--- config.mk ---
export PLATFORM = sky130hd
export DESIGN_NAME = rssi_window_statistics_top
export DESIGN_NICKNAME = d
export VERILOG_FILES = /design/src/hw/rtl/rws_pkg.sv /design/src/hw/rtl/rws_div.sv /design/src/hw/rtl/rws_front.sv /design/src/hw/rtl/rws_back.sv /design/src/hw/rtl/rssi_window_statistics_top.sv
export SDC_FILE = /design/constraint.sdc
export NUM_CORES = 2
export LEC_CHECK = 0
export ABC_CLOCK_PERIOD_IN_PS = 13900
export BUFFER_PORTS_ARGS = -buffer_cell sky130_fd_sc_hd__buf_2
export CAP_MARGIN = 20
export CORE_MARGIN = 5
export CORE_UTILIZATION = 40
export CTS_BUF_LIST = sky130_fd_sc_hd__clkbuf_8 sky130_fd_sc_hd__clkbuf_16
export CTS_CLUSTER_SIZE = 8
export DETAILED_ROUTE_END_ITERATION = 10
export PLACE_DENSITY_LB_ADDON = 0.25
export SLEW_MARGIN = 20
export SYNTH_ARGS = -nofsm -noshare
export SYNTH_HDL_FRONTEND = slang
export SYNTH_SLANG_ARGS = --single-unit
--- constraint.sdc ---
create_clock -name clock -period 13.9 [get_ports clock]
set_input_delay 2.085 -clock clock [delete_from_list [all_inputs] [get_ports clock]]
set_output_delay 2.085 -clock clock [all_outputs]
set_load 0.01 [all_outputs]
--- src/hw/rtl/rws_pkg.sv ---
`timescale 1ns / 1ps
// ----------------------------------------------------------------------------
// RSSI window statistics package
// Shared types, constants and codes for the window statistics block.
// ----------------------------------------------------------------------------
package rws_pkg;

   // Sample counter width; sum holds up to 2**COUNT_BITS - 1 samples of 12 bits each
   localparam int COUNT_BITS = 24;
   localparam int SUM_BITS   = COUNT_BITS + 12;
   localparam int MILLE_BITS = COUNT_BITS + 10;

   // Shared restoring divider: numerator width and quotient bits per run
   localparam int DIV_BITS   = SUM_BITS + 2;
   localparam int QUO_BITS   = 12;
   localparam int QCNT_BITS  = $clog2(QUO_BITS);

   // Command queue between front and back
   localparam int FIFO_DEPTH = 2;
   localparam int PTR_BITS   = $clog2(FIFO_DEPTH);
   localparam int LVL_BITS   = $clog2(FIFO_DEPTH + 1);

   localparam logic [COUNT_BITS-1:0] COUNT_MAX = {COUNT_BITS{1'b1}};

   localparam logic [15:0] WIN_MIN     = 16'd100;
   localparam logic [15:0] WIN_MAX     = 16'd60000;
   localparam logic [15:0] WINEL_MAX   = 16'hFFFF;
   localparam logic [16:0] DUR_MIN     = 17'd1;
   localparam logic [16:0] DUR_MAX     = 17'd86400;
   localparam logic [26:0] TOTAL_MAX   = 27'h7FF_FFFF;
   localparam logic [9:0]  MS_PER_S    = 10'd1000;
   localparam logic [9:0]  PERMILLE    = 10'd1000;

   localparam logic signed [11:0] SAMPLE_LO  = -12'sd2000;
   localparam logic signed [11:0] SAMPLE_HI  = 12'sd2000;
   localparam logic signed [11:0] THR_RESET  = -12'sd1000;
   localparam logic signed [13:0] THR_SAT_HI = 14'sd2047;
   localparam logic signed [13:0] THR_SAT_LO = -14'sd2048;

   // Register reset values
   localparam logic [15:0]        WINDOW_MS_RST   = 16'd1000;
   localparam logic [16:0]        DURATION_S_RST  = 17'd60;
   localparam logic [8:0]         THR_DELTA_RST   = 9'd100;
   localparam logic signed [11:0] FIRST_THR_RST   = -12'sd1000;

   localparam int CSR_DATA_BITS = 17;

   typedef enum logic [1:0] {
      ACT_START  = 2'd0,
      ACT_SAMPLE = 2'd1,
      ACT_TICK   = 2'd2,
      ACT_NONE   = 2'd3
   } act_type;

   typedef enum logic [1:0] {
      CSR_WINDOW_MS       = 2'd0,
      CSR_DURATION_S      = 2'd1,
      CSR_THRESHOLD_DELTA = 2'd2,
      CSR_FIRST_THRESHOLD = 2'd3
   } csr_index_type;

   typedef enum logic {
      KIND_REPORT = 1'b0,
      KIND_DONE   = 1'b1
   } kind_type;

   typedef enum logic [2:0] {
      ST_IDLE,
      ST_DIV_AVG,
      ST_DIV_DUTY,
      ST_REPORT,
      ST_DONE
   } back_state_type;

   typedef struct packed {
      act_type           action;
      logic signed [11:0] rssi;
   } req_type;

   typedef struct packed {
      kind_type           kind;
      logic [23:0]        sample_count;
      logic signed [11:0] average;
      logic signed [11:0] maximum;
      logic signed [11:0] minimum;
      logic [23:0]        over_count;
      logic [9:0]         duty_permille;
      logic signed [11:0] threshold_used;
      logic               last;
   } rsp_type;

   // Configuration as the back end sees it: clamped, limit precomputed
   typedef struct packed {
      logic [15:0]        window_ms;
      logic [26:0]        dur_limit;
      logic [8:0]         threshold_delta;
      logic signed [11:0] first_threshold;
   } cfg_type;

   typedef struct packed {
      logic                start;
      logic [DIV_BITS-1:0] numer;
      logic [DIV_BITS-1:0] denom;
   } div_req_type;

   typedef struct packed {
      logic                done;
      logic [QUO_BITS-1:0] quotient;
   } div_rsp_type;

endpackage

--- src/hw/rtl/rws_div.sv ---
`timescale 1ns / 1ps
// ----------------------------------------------------------------------------
// RSSI window statistics divider
// Restoring divider, one quotient bit per cycle, quotient known to fit.
// ----------------------------------------------------------------------------
module rws_div
   import rws_pkg::*;
(
   input  logic        clock,
   input  logic        reset,
   input  div_req_type div_req,
   output div_rsp_type div_rsp
);

   logic [DIV_BITS-1:0]  rem_ff,  rem_in;
   logic [DIV_BITS-1:0]  dsh_ff,  dsh_in;
   logic [QUO_BITS-1:0]  quo_ff,  quo_in;
   logic [QCNT_BITS-1:0] cnt_ff,  cnt_in;
   logic                 busy_ff, busy_in;
   logic                 done_ff, done_in;
   logic                 fits;

   assign fits = (rem_ff >= dsh_ff);

   always_comb begin
      rem_in  = rem_ff;
      dsh_in  = dsh_ff;
      quo_in  = quo_ff;
      cnt_in  = cnt_ff;
      busy_in = busy_ff;
      done_in = 1'b0;
      if (div_req.start) begin
         rem_in  = div_req.numer;
         dsh_in  = div_req.denom << (QUO_BITS - 1);
         quo_in  = '0;
         cnt_in  = QCNT_BITS'(QUO_BITS - 1);
         busy_in = 1'b1;
      end else if (busy_ff) begin
         // Subtract when the shifted divisor fits, shift it down
         if (fits) begin
            rem_in = rem_ff - dsh_ff;
         end
         quo_in = {quo_ff[QUO_BITS-2:0], fits};
         dsh_in = dsh_ff >> 1;
         cnt_in = cnt_ff - 1'b1;
         if (cnt_ff == '0) begin
            busy_in = 1'b0;
            done_in = 1'b1;
         end
      end
   end

   always_ff @(posedge clock) begin
      if (reset) begin
         busy_ff <= 1'b0;
         done_ff <= 1'b0;
      end else begin
         busy_ff <= busy_in;
         done_ff <= done_in;
      end
      rem_ff <= rem_in;
      dsh_ff <= dsh_in;
      quo_ff <= quo_in;
      cnt_ff <= cnt_in;
   end

   assign div_rsp.done     = done_ff;
   assign div_rsp.quotient = quo_ff;

endmodule

--- src/hw/rtl/rws_front.sv ---
`timescale 1ns / 1ps
// ----------------------------------------------------------------------------
// RSSI window statistics front end
// Accepts items, drops unknown actions, queues commands for the back end.
// ----------------------------------------------------------------------------
module rws_front
   import rws_pkg::*;
(
   input  logic    clock,
   input  logic    reset,
   input  logic    req_valid,
   output logic    req_ready,
   input  req_type req_data,
   output logic    cmd_valid,
   output req_type cmd_data,
   input  logic    cmd_pop
);

   req_type             entry_ff [FIFO_DEPTH];
   logic [PTR_BITS-1:0] wr_ptr_ff, wr_ptr_in;
   logic [PTR_BITS-1:0] rd_ptr_ff, rd_ptr_in;
   logic [LVL_BITS-1:0] level_ff,  level_in;
   logic                push;
   logic                pop;

   assign req_ready = (level_ff != LVL_BITS'(FIFO_DEPTH));
   assign push      = req_valid && req_ready && (req_data.action != ACT_NONE);
   assign cmd_valid = (level_ff != '0);
   assign cmd_data  = entry_ff[rd_ptr_ff];
   assign pop       = cmd_pop && cmd_valid;

   always_comb begin
      wr_ptr_in = wr_ptr_ff;
      rd_ptr_in = rd_ptr_ff;
      level_in  = level_ff;
      if (push) begin
         wr_ptr_in = (wr_ptr_ff == PTR_BITS'(FIFO_DEPTH - 1)) ? '0 : wr_ptr_ff + 1'b1;
      end
      if (pop) begin
         rd_ptr_in = (rd_ptr_ff == PTR_BITS'(FIFO_DEPTH - 1)) ? '0 : rd_ptr_ff + 1'b1;
      end
      if (push && !pop) begin
         level_in = level_ff + 1'b1;
      end else if (pop && !push) begin
         level_in = level_ff - 1'b1;
      end
   end

   always_ff @(posedge clock) begin
      if (reset) begin
         wr_ptr_ff <= '0;
         rd_ptr_ff <= '0;
         level_ff  <= '0;
      end else begin
         wr_ptr_ff <= wr_ptr_in;
         rd_ptr_ff <= rd_ptr_in;
         level_ff  <= level_in;
      end
      if (push) begin
         entry_ff[wr_ptr_ff] <= req_data;
      end
   end

endmodule

--- src/hw/rtl/rws_back.sv ---
`timescale 1ns / 1ps
// ----------------------------------------------------------------------------
// RSSI window statistics back end
// Holds the window state, runs commands and forms the result items.
// ----------------------------------------------------------------------------
module rws_back
   import rws_pkg::*;
(
   input  logic    clock,
   input  logic    reset,
   input  cfg_type cfg,
   input  logic    cmd_valid,
   input  req_type cmd_data,
   output logic    cmd_pop,
   output logic    rsp_valid,
   input  logic    rsp_ready,
   output rsp_type rsp_data
);

   back_state_type state_ff, state_in;

   logic                       active_ff,   active_in;
   logic [COUNT_BITS-1:0]      count_ff,    count_in;
   logic signed [SUM_BITS-1:0] sum_ff,      sum_in;
   logic signed [11:0]         max_ff,      max_in;
   logic signed [11:0]         min_ff,      min_in;
   logic [COUNT_BITS-1:0]      over_ff,     over_in;
   logic signed [11:0]         thr_ff,      thr_in;
   logic [15:0]                win_el_ff,   win_el_in;
   logic [26:0]                total_ff,    total_in;
   logic                       done_pend_ff, done_pend_in;
   logic signed [11:0]         avg_ff,      avg_in;
   logic [9:0]                 duty_ff,     duty_in;
   logic                       rsp_valid_ff, rsp_valid_in;
   rsp_type                    rsp_data_ff, rsp_data_in;

   div_req_type div_req;
   div_rsp_type div_rsp;

   logic                       out_free;
   logic signed [SUM_BITS-1:0] sample_ext;
   logic [SUM_BITS-1:0]        sum_mag;
   logic [MILLE_BITS-1:0]      over_mille;
   logic signed [13:0]         thr_sum;
   logic signed [11:0]         thr_next;
   logic [15:0]                win_el_step;
   logic [26:0]                total_step;
   logic [QUO_BITS-1:0]        avg_neg;

   rws_div u_div (
      .clock   (clock),
      .reset   (reset),
      .div_req (div_req),
      .div_rsp (div_rsp)
   );

   assign out_free    = !rsp_valid_ff || rsp_ready;
   assign sample_ext  = SUM_BITS'(cmd_data.rssi);
   assign sum_mag     = sum_ff[SUM_BITS-1] ? SUM_BITS'(-sum_ff) : SUM_BITS'(sum_ff);
   assign over_mille  = MILLE_BITS'(over_ff) * MILLE_BITS'(PERMILLE);
   assign thr_sum     = 14'(min_ff) + $signed({5'd0, cfg.threshold_delta});
   assign thr_next    = (thr_sum > THR_SAT_HI) ? 12'(THR_SAT_HI) :
                        (thr_sum < THR_SAT_LO) ? 12'(THR_SAT_LO) : 12'(thr_sum);
   assign win_el_step = (win_el_ff == WINEL_MAX) ? win_el_ff : win_el_ff + 1'b1;
   assign total_step  = (total_ff == TOTAL_MAX) ? total_ff : total_ff + 1'b1;
   assign avg_neg     = -div_rsp.quotient;

   always_comb begin
      state_in     = state_ff;
      active_in    = active_ff;
      count_in     = count_ff;
      sum_in       = sum_ff;
      max_in       = max_ff;
      min_in       = min_ff;
      over_in      = over_ff;
      thr_in       = thr_ff;
      win_el_in    = win_el_ff;
      total_in     = total_ff;
      done_pend_in = done_pend_ff;
      avg_in       = avg_ff;
      duty_in      = duty_ff;
      rsp_valid_in = rsp_valid_ff && !rsp_ready;
      rsp_data_in  = rsp_data_ff;
      cmd_pop      = 1'b0;
      div_req      = '0;

      case (state_ff)
         ST_IDLE: begin
            if (cmd_valid) begin
               cmd_pop = 1'b1;
               case (cmd_data.action)
                  ACT_START: begin
                     active_in = 1'b1;
                     count_in  = '0;
                     sum_in    = '0;
                     over_in   = '0;
                     max_in    = SAMPLE_LO;
                     min_in    = SAMPLE_HI;
                     win_el_in = '0;
                     thr_in    = cfg.first_threshold;
                     total_in  = '0;
                  end
                  ACT_SAMPLE: begin
                     // Drop the sample while idle or once the count has saturated
                     if (active_ff && (count_ff != COUNT_MAX)) begin
                        if (count_ff == '0) begin
                           max_in = cmd_data.rssi;
                           min_in = cmd_data.rssi;
                        end else begin
                           if (cmd_data.rssi > max_ff) max_in = cmd_data.rssi;
                           if (cmd_data.rssi < min_ff) min_in = cmd_data.rssi;
                        end
                        count_in = count_ff + 1'b1;
                        sum_in   = sum_ff + sample_ext;
                        if (cmd_data.rssi > thr_ff) over_in = over_ff + 1'b1;
                     end
                  end
                  ACT_TICK: begin
                     if (active_ff) begin
                        win_el_in    = win_el_step;
                        total_in     = total_step;
                        done_pend_in = (total_step >= cfg.dur_limit);
                        if ((win_el_step >= cfg.window_ms) && (count_ff != '0)) begin
                           // Rounded average: (2|sum| + n) / 2n
                           div_req.start = 1'b1;
                           div_req.numer = (DIV_BITS'(sum_mag) << 1) + DIV_BITS'(count_ff);
                           div_req.denom = DIV_BITS'(count_ff) << 1;
                           state_in      = ST_DIV_AVG;
                        end else if (total_step >= cfg.dur_limit) begin
                           state_in = ST_DONE;
                        end
                     end
                  end
                  default: begin
                  end
               endcase
            end
         end
         ST_DIV_AVG: begin
            if (div_rsp.done) begin
               avg_in = sum_ff[SUM_BITS-1] ? $signed(avg_neg) : $signed(div_rsp.quotient);
               div_req.start = 1'b1;
               div_req.numer = DIV_BITS'(over_mille);
               div_req.denom = DIV_BITS'(count_ff);
               state_in      = ST_DIV_DUTY;
            end
         end
         ST_DIV_DUTY: begin
            if (div_rsp.done) begin
               duty_in  = 10'(div_rsp.quotient);
               state_in = ST_REPORT;
            end
         end
         ST_REPORT: begin
            if (out_free) begin
               rsp_valid_in               = 1'b1;
               rsp_data_in.kind           = KIND_REPORT;
               rsp_data_in.sample_count   = 24'(count_ff);
               rsp_data_in.average        = avg_ff;
               rsp_data_in.maximum        = max_ff;
               rsp_data_in.minimum        = min_ff;
               rsp_data_in.over_count     = 24'(over_ff);
               rsp_data_in.duty_permille  = duty_ff;
               rsp_data_in.threshold_used = thr_ff;
               rsp_data_in.last           = !done_pend_ff;
               // Adapt the threshold and open a fresh window
               thr_in    = thr_next;
               count_in  = '0;
               sum_in    = '0;
               over_in   = '0;
               max_in    = SAMPLE_LO;
               min_in    = SAMPLE_HI;
               win_el_in = '0;
               state_in  = done_pend_ff ? ST_DONE : ST_IDLE;
            end
         end
         ST_DONE: begin
            if (out_free) begin
               rsp_valid_in      = 1'b1;
               rsp_data_in       = '0;
               rsp_data_in.kind  = KIND_DONE;
               rsp_data_in.last  = 1'b1;
               active_in         = 1'b0;
               state_in          = ST_IDLE;
            end
         end
         default: begin
            state_in = ST_IDLE;
         end
      endcase
   end

   always_ff @(posedge clock) begin
      if (reset) begin
         state_ff     <= ST_IDLE;
         active_ff    <= 1'b0;
         count_ff     <= '0;
         sum_ff       <= '0;
         max_ff       <= SAMPLE_LO;
         min_ff       <= SAMPLE_HI;
         over_ff      <= '0;
         thr_ff       <= THR_RESET;
         win_el_ff    <= '0;
         total_ff     <= '0;
         done_pend_ff <= 1'b0;
         rsp_valid_ff <= 1'b0;
      end else begin
         state_ff     <= state_in;
         active_ff    <= active_in;
         count_ff     <= count_in;
         sum_ff       <= sum_in;
         max_ff       <= max_in;
         min_ff       <= min_in;
         over_ff      <= over_in;
         thr_ff       <= thr_in;
         win_el_ff    <= win_el_in;
         total_ff     <= total_in;
         done_pend_ff <= done_pend_in;
         rsp_valid_ff <= rsp_valid_in;
      end
      avg_ff      <= avg_in;
      duty_ff     <= duty_in;
      rsp_data_ff <= rsp_data_in;
   end

   assign rsp_valid = rsp_valid_ff;
   assign rsp_data  = rsp_data_ff;

endmodule

--- src/hw/rtl/rssi_window_statistics_top.sv ---
`timescale 1ns / 1ps
// ----------------------------------------------------------------------------
// RSSI window statistics
// Windowed count, mean, extremes and burst duty with an adaptive threshold.
// ----------------------------------------------------------------------------
// Usage:
//   req_* carries one item: action (start, sample, millisecond tick) and rssi.
//   rsp_* returns window reports and the dwell-finished item; last marks the
//   final item caused by one input item (a tick may cause a report and done).
//   csr_* writes one register per handshake (window_ms, duration_s,
//   threshold_delta, first_threshold); write only while the block is idle.
// Command flow:
//   Items pass a two-entry command queue into the back end, which runs one
//   command per cycle while idle; starts, samples and quiet ticks are handled
//   there directly. A tick that closes a window runs the shared restoring
//   divider twice (average, then duty); no further command is taken until
//   its report, then done if the dwell ends, enter the output register.
// Reset:
//   Synchronous, active high: control and configuration registers take their
//   default values, the block is idle and the queue is empty.
// Stalls:
//   A result waits in the output register while rsp_ready is low; the back
//   end holds, the queue fills and req_ready drops when it is full.
// ----------------------------------------------------------------------------
module rssi_window_statistics_top
   import rws_pkg::*;
(
   input  logic                     clock,
   input  logic                     reset,
   input  logic                     req_valid,
   output logic                     req_ready,
   input  req_type                  req_data,
   output logic                     rsp_valid,
   input  logic                     rsp_ready,
   output rsp_type                  rsp_data,
   input  logic                     csr_valid,
   output logic                     csr_ready,
   input  logic [1:0]               csr_index,
   input  logic [CSR_DATA_BITS-1:0] csr_wdata
);

   // Register file, as written
   logic [15:0]        window_ms_ff;
   logic [16:0]        duration_s_ff;
   logic [8:0]         thr_delta_ff;
   logic signed [11:0] first_thr_ff;

   // Clamped values and dwell limit in ms, refreshed every cycle
   cfg_type            cfg_ff, cfg_in;
   logic [16:0]        dur_clamp;

   logic               cmd_valid;
   req_type            cmd_data;
   logic               cmd_pop;

   // Always take register writes
   assign csr_ready = 1'b1;

   always_ff @(posedge clock) begin
      if (reset) begin
         window_ms_ff  <= WINDOW_MS_RST;
         duration_s_ff <= DURATION_S_RST;
         thr_delta_ff  <= THR_DELTA_RST;
         first_thr_ff  <= FIRST_THR_RST;
      end else if (csr_valid && csr_ready) begin
         case (csr_index_type'(csr_index))
            CSR_WINDOW_MS:       window_ms_ff  <= csr_wdata[15:0];
            CSR_DURATION_S:      duration_s_ff <= csr_wdata[16:0];
            CSR_THRESHOLD_DELTA: thr_delta_ff  <= csr_wdata[8:0];
            CSR_FIRST_THRESHOLD: first_thr_ff  <= $signed(csr_wdata[11:0]);
            default: begin
            end
         endcase
      end
   end

   // Clamp the window and dwell length to their legal ranges
   assign dur_clamp = (duration_s_ff < DUR_MIN) ? DUR_MIN :
                      (duration_s_ff > DUR_MAX) ? DUR_MAX : duration_s_ff;

   always_comb begin
      cfg_in.window_ms       = (window_ms_ff < WIN_MIN) ? WIN_MIN :
                               (window_ms_ff > WIN_MAX) ? WIN_MAX : window_ms_ff;
      cfg_in.dur_limit       = 27'(dur_clamp) * 27'(MS_PER_S);
      cfg_in.threshold_delta = thr_delta_ff;
      cfg_in.first_threshold = first_thr_ff;
   end

   always_ff @(posedge clock) begin
      if (reset) begin
         cfg_ff.window_ms       <= WINDOW_MS_RST;
         cfg_ff.dur_limit       <= 27'(DURATION_S_RST) * 27'(MS_PER_S);
         cfg_ff.threshold_delta <= THR_DELTA_RST;
         cfg_ff.first_threshold <= FIRST_THR_RST;
      end else begin
         cfg_ff <= cfg_in;
      end
   end

   // Front: accept, drop unknown actions, queue
   rws_front u_front (
      .clock     (clock),
      .reset     (reset),
      .req_valid (req_valid),
      .req_ready (req_ready),
      .req_data  (req_data),
      .cmd_valid (cmd_valid),
      .cmd_data  (cmd_data),
      .cmd_pop   (cmd_pop)
   );

   // Back: window state, divider, output register
   rws_back u_back (
      .clock     (clock),
      .reset     (reset),
      .cfg       (cfg_ff),
      .cmd_valid (cmd_valid),
      .cmd_data  (cmd_data),
      .cmd_pop   (cmd_pop),
      .rsp_valid (rsp_valid),
      .rsp_ready (rsp_ready),
      .rsp_data  (rsp_data)
   );

   // A done item is always the final one and carries no statistics
   assert property (@(posedge clock) disable iff (reset)
      rsp_valid && (rsp_data.kind == KIND_DONE) |->
         rsp_data.last && (rsp_data.sample_count == '0) && (rsp_data.over_count == '0))
      else $error("done item malformed");

   // A report never shows more bursts than samples, nor duty above 1000
   assert property (@(posedge clock) disable iff (reset)
      rsp_valid && (rsp_data.kind == KIND_REPORT) |->
         (rsp_data.duty_permille <= PERMILLE) &&
         (rsp_data.over_count <= rsp_data.sample_count))
      else $error("report statistics inconsistent");

   // A report covers at least one sample and its extremes are ordered
   assert property (@(posedge clock) disable iff (reset)
      rsp_valid && (rsp_data.kind == KIND_REPORT) |->
         (rsp_data.sample_count != '0) && (rsp_data.minimum <= rsp_data.maximum))
      else $error("report window empty or extremes swapped");

endmodule

* Word level (Yosys, flattened, before mapping) *
Memory sizes are Yosys's and may differ from the RTL's. A register that Yosys moved wholly into a read port is not among the register bits.
Cells that the tools add are included.

storage, ports and cells
  bits of input ports = 38
  logic and storage cells = 251
  RAM bits = 28
  register bits after elaboration = 515
  memories = 1
  output and inout bits = 111

memories
  name              depth  width  read ports  clocked after Yosys merged registers in  write ports  RTL line         RTL
  u_front.entry_ff  2      14     1           1                                        1            rws_front.sv:19  req_type entry_ff [FIFO_DEPTH];

operators by class
  muxes and demuxes = 95
  add/subtract/negate cells = 15
  multiply operators = 2
  bitwise gates (word level) = 1
  reductions and logical operators = 50
  equal/unequal tests = 31
  magnitude comparators = 12

operators by type and width
  operator                 count
  $mux W77                 5
  $mux W108                2
  $pmux W108 S2            1
  $mux W12                 16
  $pmux W24 S2             4
  $mux W38                 5
  $pmux W77 S2             1
  $mux W24                 6
  $mux W36                 4
  $pmux W36 S2             2
  $pmux W12 S2             5
  $mux W16                 6
  $pmux W16 S2             2
  $mux W27                 2
  $pmux W27 S2             1
  $add A24 B1 Y24 const B  2
  $add A37 B24 Y38         1
  $ge A38 B38 Y1           1
  $sub A38 B38 Y38         1
  $add A36 B12 Y36         1
  $neg A36 Y36             1
  $mux W17                 2
  $mul A24 B7 Y31 const B  1
  $mux W3                  10
  other kinds (55)         124

* Longest topological paths before layout *
  depth in word-level cells = 11
  mapped depth = 26
  depth with buffers taken out = 25

* Modules after synthesis *
From an unflattened synthesis, not the netlist that was laid out.

unflattened totals
  cell total of the unflattened synthesis = 4060
  area total of the unflattened synthesis = 36891.6 um2

modules (own cells, without submodules)
  module                      sequential area each (um2)  area an instance (um2)  times used  cells an instance
  rws_back                    7287.0                      22779.3                 1           2551
  rssi_window_statistics_top  2302.2                      6721.4                  1           754
  rws_div                     2532.4                      6143.4                  1           687
  rws_front                   940.9                       1247.4                  1           68

* Worst setup path before layout *
No wires, ideal clock.

  kind = input to register
  start = in rsp_ready
  end = reg u_back.rsp_data_ff (netlist bit u_back.rsp_data[0]), enable pin
  arrival = 7.395 ns
  cell stages on the path = 2
  slack = 5.894 ns
  library setup time = 0.611 ns
  path through = nor2b_1 -> a21oi_1

on the way
  cells in the longest elaborated chain, start to end = 3
  elaborated cells on any way between the ends = 4
  classes of those cells = 2 x eq/ne; 2 x reduce/logical

RTL lines
  element                               RTL line                          RTL
  from (decl)                           rssi_window_statistics_top.sv:34  input logic rsp_ready,
  $logic_or A1 B1 Y1 *                  rws_back.sv:57                    assign out_free = !rsp_valid_ff || rsp_ready;
  $ne A2 B1 Y1 (no source line)         -
  $reduce_and A3 Y1 (no source line) *  -
  to (signal assigned)                  rws_back.sv:223                   rsp_data_ff <= rsp_data_in;
  to (decl)                             rws_back.sv:35                    rsp_type rsp_data_ff, rsp_data_in;

Mark *: on every way between the ends. The rest lies on a longest branch, timed or not.
A chain may end at the register's enable or synchronous reset.

* Final worst setup path *
  start = reg duration_s_ff[1]
  end = reg cfg_ff[47] in the netlist's numbering

on the way
  cells in the longest elaborated chain, start to end = 4
  elaborated cells on any way between the ends = 5
  classes of those cells = 1 x mul; 2 x order compare; 2 x mux

RTL lines
  element                 RTL line                          RTL
  from (decl)             rssi_window_statistics_top.sv:44  logic [16:0] duration_s_ff;
  from (signal assigned)  rssi_window_statistics_top.sv:68  CSR_DURATION_S: duration_s_ff <= csr_wdata[16:0];
  $gt A17 B17 Y1          rssi_window_statistics_top.sv:79  (duration_s_ff > DUR_MAX) ? DUR_MAX : duration_s_ff;
  $mux W17                rssi_window_statistics_top.sv:79
  $mux W17 *              rssi_window_statistics_top.sv:78  assign dur_clamp = (duration_s_ff < DUR_MIN) ? DUR_MIN :
  $mul A17 B7 Y24 *       rssi_window_statistics_top.sv:84  cfg_in.dur_limit = 27'(dur_clamp) * 27'(MS_PER_S);
  to (signal assigned)    rssi_window_statistics_top.sv:96  cfg_ff <= cfg_in;
  to (decl)               rssi_window_statistics_top.sv:49  cfg_type cfg_ff, cfg_in;

Marks and branches as above.

==> impl_metrics.env <==
export IMPL_clock_path_buffers=3
export IMPL_async_flop_share_pct=0
export IMPL_die_y_um=311
export IMPL_grt_ovfl_total=0
export IMPL_clk_pin_slew_worst_paths_ns=0.05
export IMPL_die_area_sq_mm=0.0968
export IMPL_startpoint_type="flip-flop"
export IMPL_cts_tree="built"
export IMPL_min_path_type="reg2reg"
export IMPL_synthCells=3919
export IMPL_cts_max_level=3
export IMPL_grt_use_total_pct=19.4
export IMPL_drive_gt1_share_pct=8.62
export IMPL_synth_seq_cells=539
export IMPL_p_per_area_mw_per_mm2=114
export IMPL_ys_dominant_reg_cell="dfxtp_1"
export IMPL_whs_path_depth=1
export IMPL_grt_max_degree=68
export IMPL_arrival_ns=7.03
export IMPL_synth_cell_area_sq_mm=0.0363
export IMPL_area_delta_synth_final_pct=12.0
export IMPL_grt_pass1_wl_mm=154
export IMPL_min_to="cfg_ff[3]$_SDFF_PP1_"
export IMPL_vias=28590
export IMPL_worstRegToRegCells=26
export IMPL_path_buf_inv=4
export IMPL_antenna_found_initial=2
export IMPL_yosys_area_top_type="edfxtp_1"
export IMPL_rsz0062_at_grt="no"
export IMPL_syn_area_per_cell_sq_um=9.25
export IMPL_skew_ns=0.0240
export IMPL_post_dp_hpwl_mm=70.4
export IMPL_cp_slowest_stage_delay_ns=0.57
export IMPL_yosysSeqAreaShare_pct=35.9
export IMPL_cp_required_ns=14.39
export IMPL_grt_pass1_vias=27868
export IMPL_cp_max_fo=14
export IMPL_period_minus_slack_ns=6.54
export IMPL_layout_common_cells="359 x inv_1, 352 x nand2_1, 324 x nor2_1"
export IMPL_dr_pass1_iters=5
export IMPL_yosysWarnings=0
export IMPL_cts_hold_buf=0
export IMPL_setup_viol=0
export IMPL_viasPerCell=5.44
export IMPL_layout_commonest_cell="inv_1"
export IMPL_max_slew_margin_rel_pct=24.9
export IMPL_cts_num_sinks=539
export IMPL_min_from="first_thr_ff[3]$_SDFFE_PP1P_"
export IMPL_core_sq_mm=0.0900
export IMPL_endpoint_kind="flip-flop"
export IMPL_synth_edf_count=221
export IMPL_setup_tns_ns=0
export IMPL_wire_per_inst_um=18.3
export IMPL_timing_max_cap_violations=0
export IMPL_fillerInstances=8730
export IMPL_critPathSlowestCell="fa_1"
export IMPL_postCtsSetupBuffers=0
export IMPL_drt_drc_violations_left=0
export IMPL_worst_slew_pin_slew_ns=1.12
export IMPL_place_congestion=0.896
export IMPL_numPortBuffers=147
export IMPL_initialDrtViolationCount=1790
export IMPL_crit_family="adder cells"
export IMPL_r2r_slack_ns=7.36
export IMPL_die_w_um=311
export IMPL_finalNetCount=4526
export IMPL_power_leakage_nw=17.3
export IMPL_start_util_pct=40.3
export IMPL_cts_root_buf="clkbuf_16"
export IMPL_syn_num_nets=4414
export IMPL_cts_resized=0
export IMPL_synthTopCellsByArea="edfxtp_1 18%, dfxtp_1 18%, ha_1 11%"
export IMPL_status="finished, final reports clean"
export IMPL_power_total_mw=4.61
export IMPL_ant_nets=0
export IMPL_report_final_slew_viol_count=0
export IMPL_r2r_start="duration_s_ff[1]$_SDFFE_PP0P_"
export IMPL_clkLatencyLatePin_ns=0.65
export IMPL_synth_top_area_share_pct=18.3
export IMPL_numCtsBuffers=79
export IMPL_ios=149
export IMPL_fin_crit_sh_pct=47.1
export IMPL_wirelength_mm=96.3
export IMPL_crit_type="reg2reg"
export IMPL_max_freq_ghz=0.153
export IMPL_synth_distinct_cells=87
export IMPL_fp_row_count=110
export IMPL_diodes=0
export IMPL_worst_r2r_endpoint="cfg_ff[47]$_SDFF_PP0_"
export IMPL_finalHoldViolations=0
export IMPL_ir_drop_v=0.0000960
==> state kept, by name (all words and copies together) (netlist names), 27 cells and up, named ones only <==
| signal | count |
|---|---|
| u_back.rsp_data | 108 |
| u_back.u_div.dsh_ff | 36 |
| u_front.entry_ff | 28 |
| u_back.total_ff | 27 |
| cfg_ff | 61 |
| u_back.u_div.rem_ff | 38 |
| u_back.sum_ff | 36 |
==> layer usage <==
layer	up-vias	GRT usage, %	share of wire [%]
met5	-	0	0.028
met4	4	5.79	2.6
met3	144	3.36	5.7
met2	666	30.5	44
met1	13732	27.5	47
li1	14044	-	-
==> Yosys cell counts (17+ instances only) <==
master,instances
a22oi_1,40
o31ai_1,33
nand4_1,58
xnor2_1,162
nor3_1,92
nor4_1,30
a21oi_1,241
nand2b_1,56
and2_1,84
nand3b_1,27
mux2i_1,39
nand2_1,355
a21o_1,59
nor2b_1,48
edfxtp_1,221
and3_1,28
inv_1,317
or3_1,29
a211oi_1,37
ha_1,309
o21a_1,39
or2_2,24
a221o_1,27
fa_1,148
xor2_1,93
nand3_1,112
buf_1,17
clkbuf_1,134
nor2_1,325
o21ai_0,165
dfxtp_1,318
==> layout make-up <==
type                       instances  area (sq um)  area share (%)
multi-input combinational       2908         21600            53.1
sequential                       539         13000            32.0
clock buffer                      83          2030            5.00
tap                             1176          1470            3.62
inverter                         319          1200            2.95
timing repair buffer             184          1020            2.51
clock inverter                    51           302           0.743
==> how the worst max path moves through the flow <==
stage                                   from                                to  slack (ns)  cells past startpoint
3_3_place_gp   duration_s_ff[1]$_SDFFE_PP0P_             cfg_ff[47]$_SDFF_PP0_        7.45                     26
3_5_place_dp   duration_s_ff[1]$_SDFFE_PP0P_             cfg_ff[47]$_SDFF_PP0_        7.32                     26
2_1_floorplan                      rsp_ready  u_back.rsp_data[0]$_SDFFCE_PP1P_        5.89                      2
4_1_cts        duration_s_ff[1]$_SDFFE_PP0P_             cfg_ff[47]$_SDFF_PP0_        7.32                     26
5_1_grt        duration_s_ff[1]$_SDFFE_PP0P_             cfg_ff[47]$_SDFF_PP0_        6.79                     26
6_report       duration_s_ff[1]$_SDFFE_PP0P_             cfg_ff[47]$_SDFF_PP0_        7.36                     26
==> power by group <==
group	internal, mW	switching (mW)
Combinational	0.399	0.648
Clock	1.05	0.755
Sequential	1.71	0.0498
==> per-stage QoR <==
step / setup WS (ns) / utilization, % / area [sq um] / hold slack [ns] / instances
after global routing: 6.79 / 45.1 / 40600 / 0.463 / 5260
after global placement: 7.45 / 42.5 / 38300 / 0.427 / 5126
final: 7.36 / 45.1 / 40600 / 0.432 / 5260
after floorplan: 5.89 / - / 36300 / 0.417 / 3919
after CTS: 7.32 / 45.1 / 40600 / 0.438 / 5260
after detailed placement: 7.32 / 42.5 / 38300 / 0.429 / 5126
==> worst register-to-register path: stages (launching register included) <==
cell and delay (ns):
dfxtp_1 0.32, nor4_1 0.48, nand2_1 0.10, nand3_1 0.10, nand2_1 0.06, a21oi_1 0.16
nor2b_1 0.06, o21ai_0 0.14, buf_4 0.20, nor2b_1 0.56, inv_1 0.16, ha_1 0.32
inv_1 0.05, fa_1 0.57, fa_1 0.45, fa_1 0.52, inv_1 0.04, ha_1 0.35
nand2_1 0.07, nor3_1 0.33, o221ai_1 0.24, a21oi_1 0.22, a41o_1 0.23, nor4_1 0.06
o41ai_1 0.42, xnor2_1 0.16, nor2_1 0.05
==> cells by family after synthesis <==
group,Yosys count,synth area share (%)
AND/OR/NAND/NOR,1314,17.7
AO/OA/AOI/OAI,827,15.0
buffers and inverters,472,4.92
multiplexers,54,1.54
other,1,0.0103
adder cells (fa/ha/maj),457,18.8
flip-flops,539,35.9
XOR/XNOR,255,6.16
No activity file was read; power rests on OpenSTA's default activity.
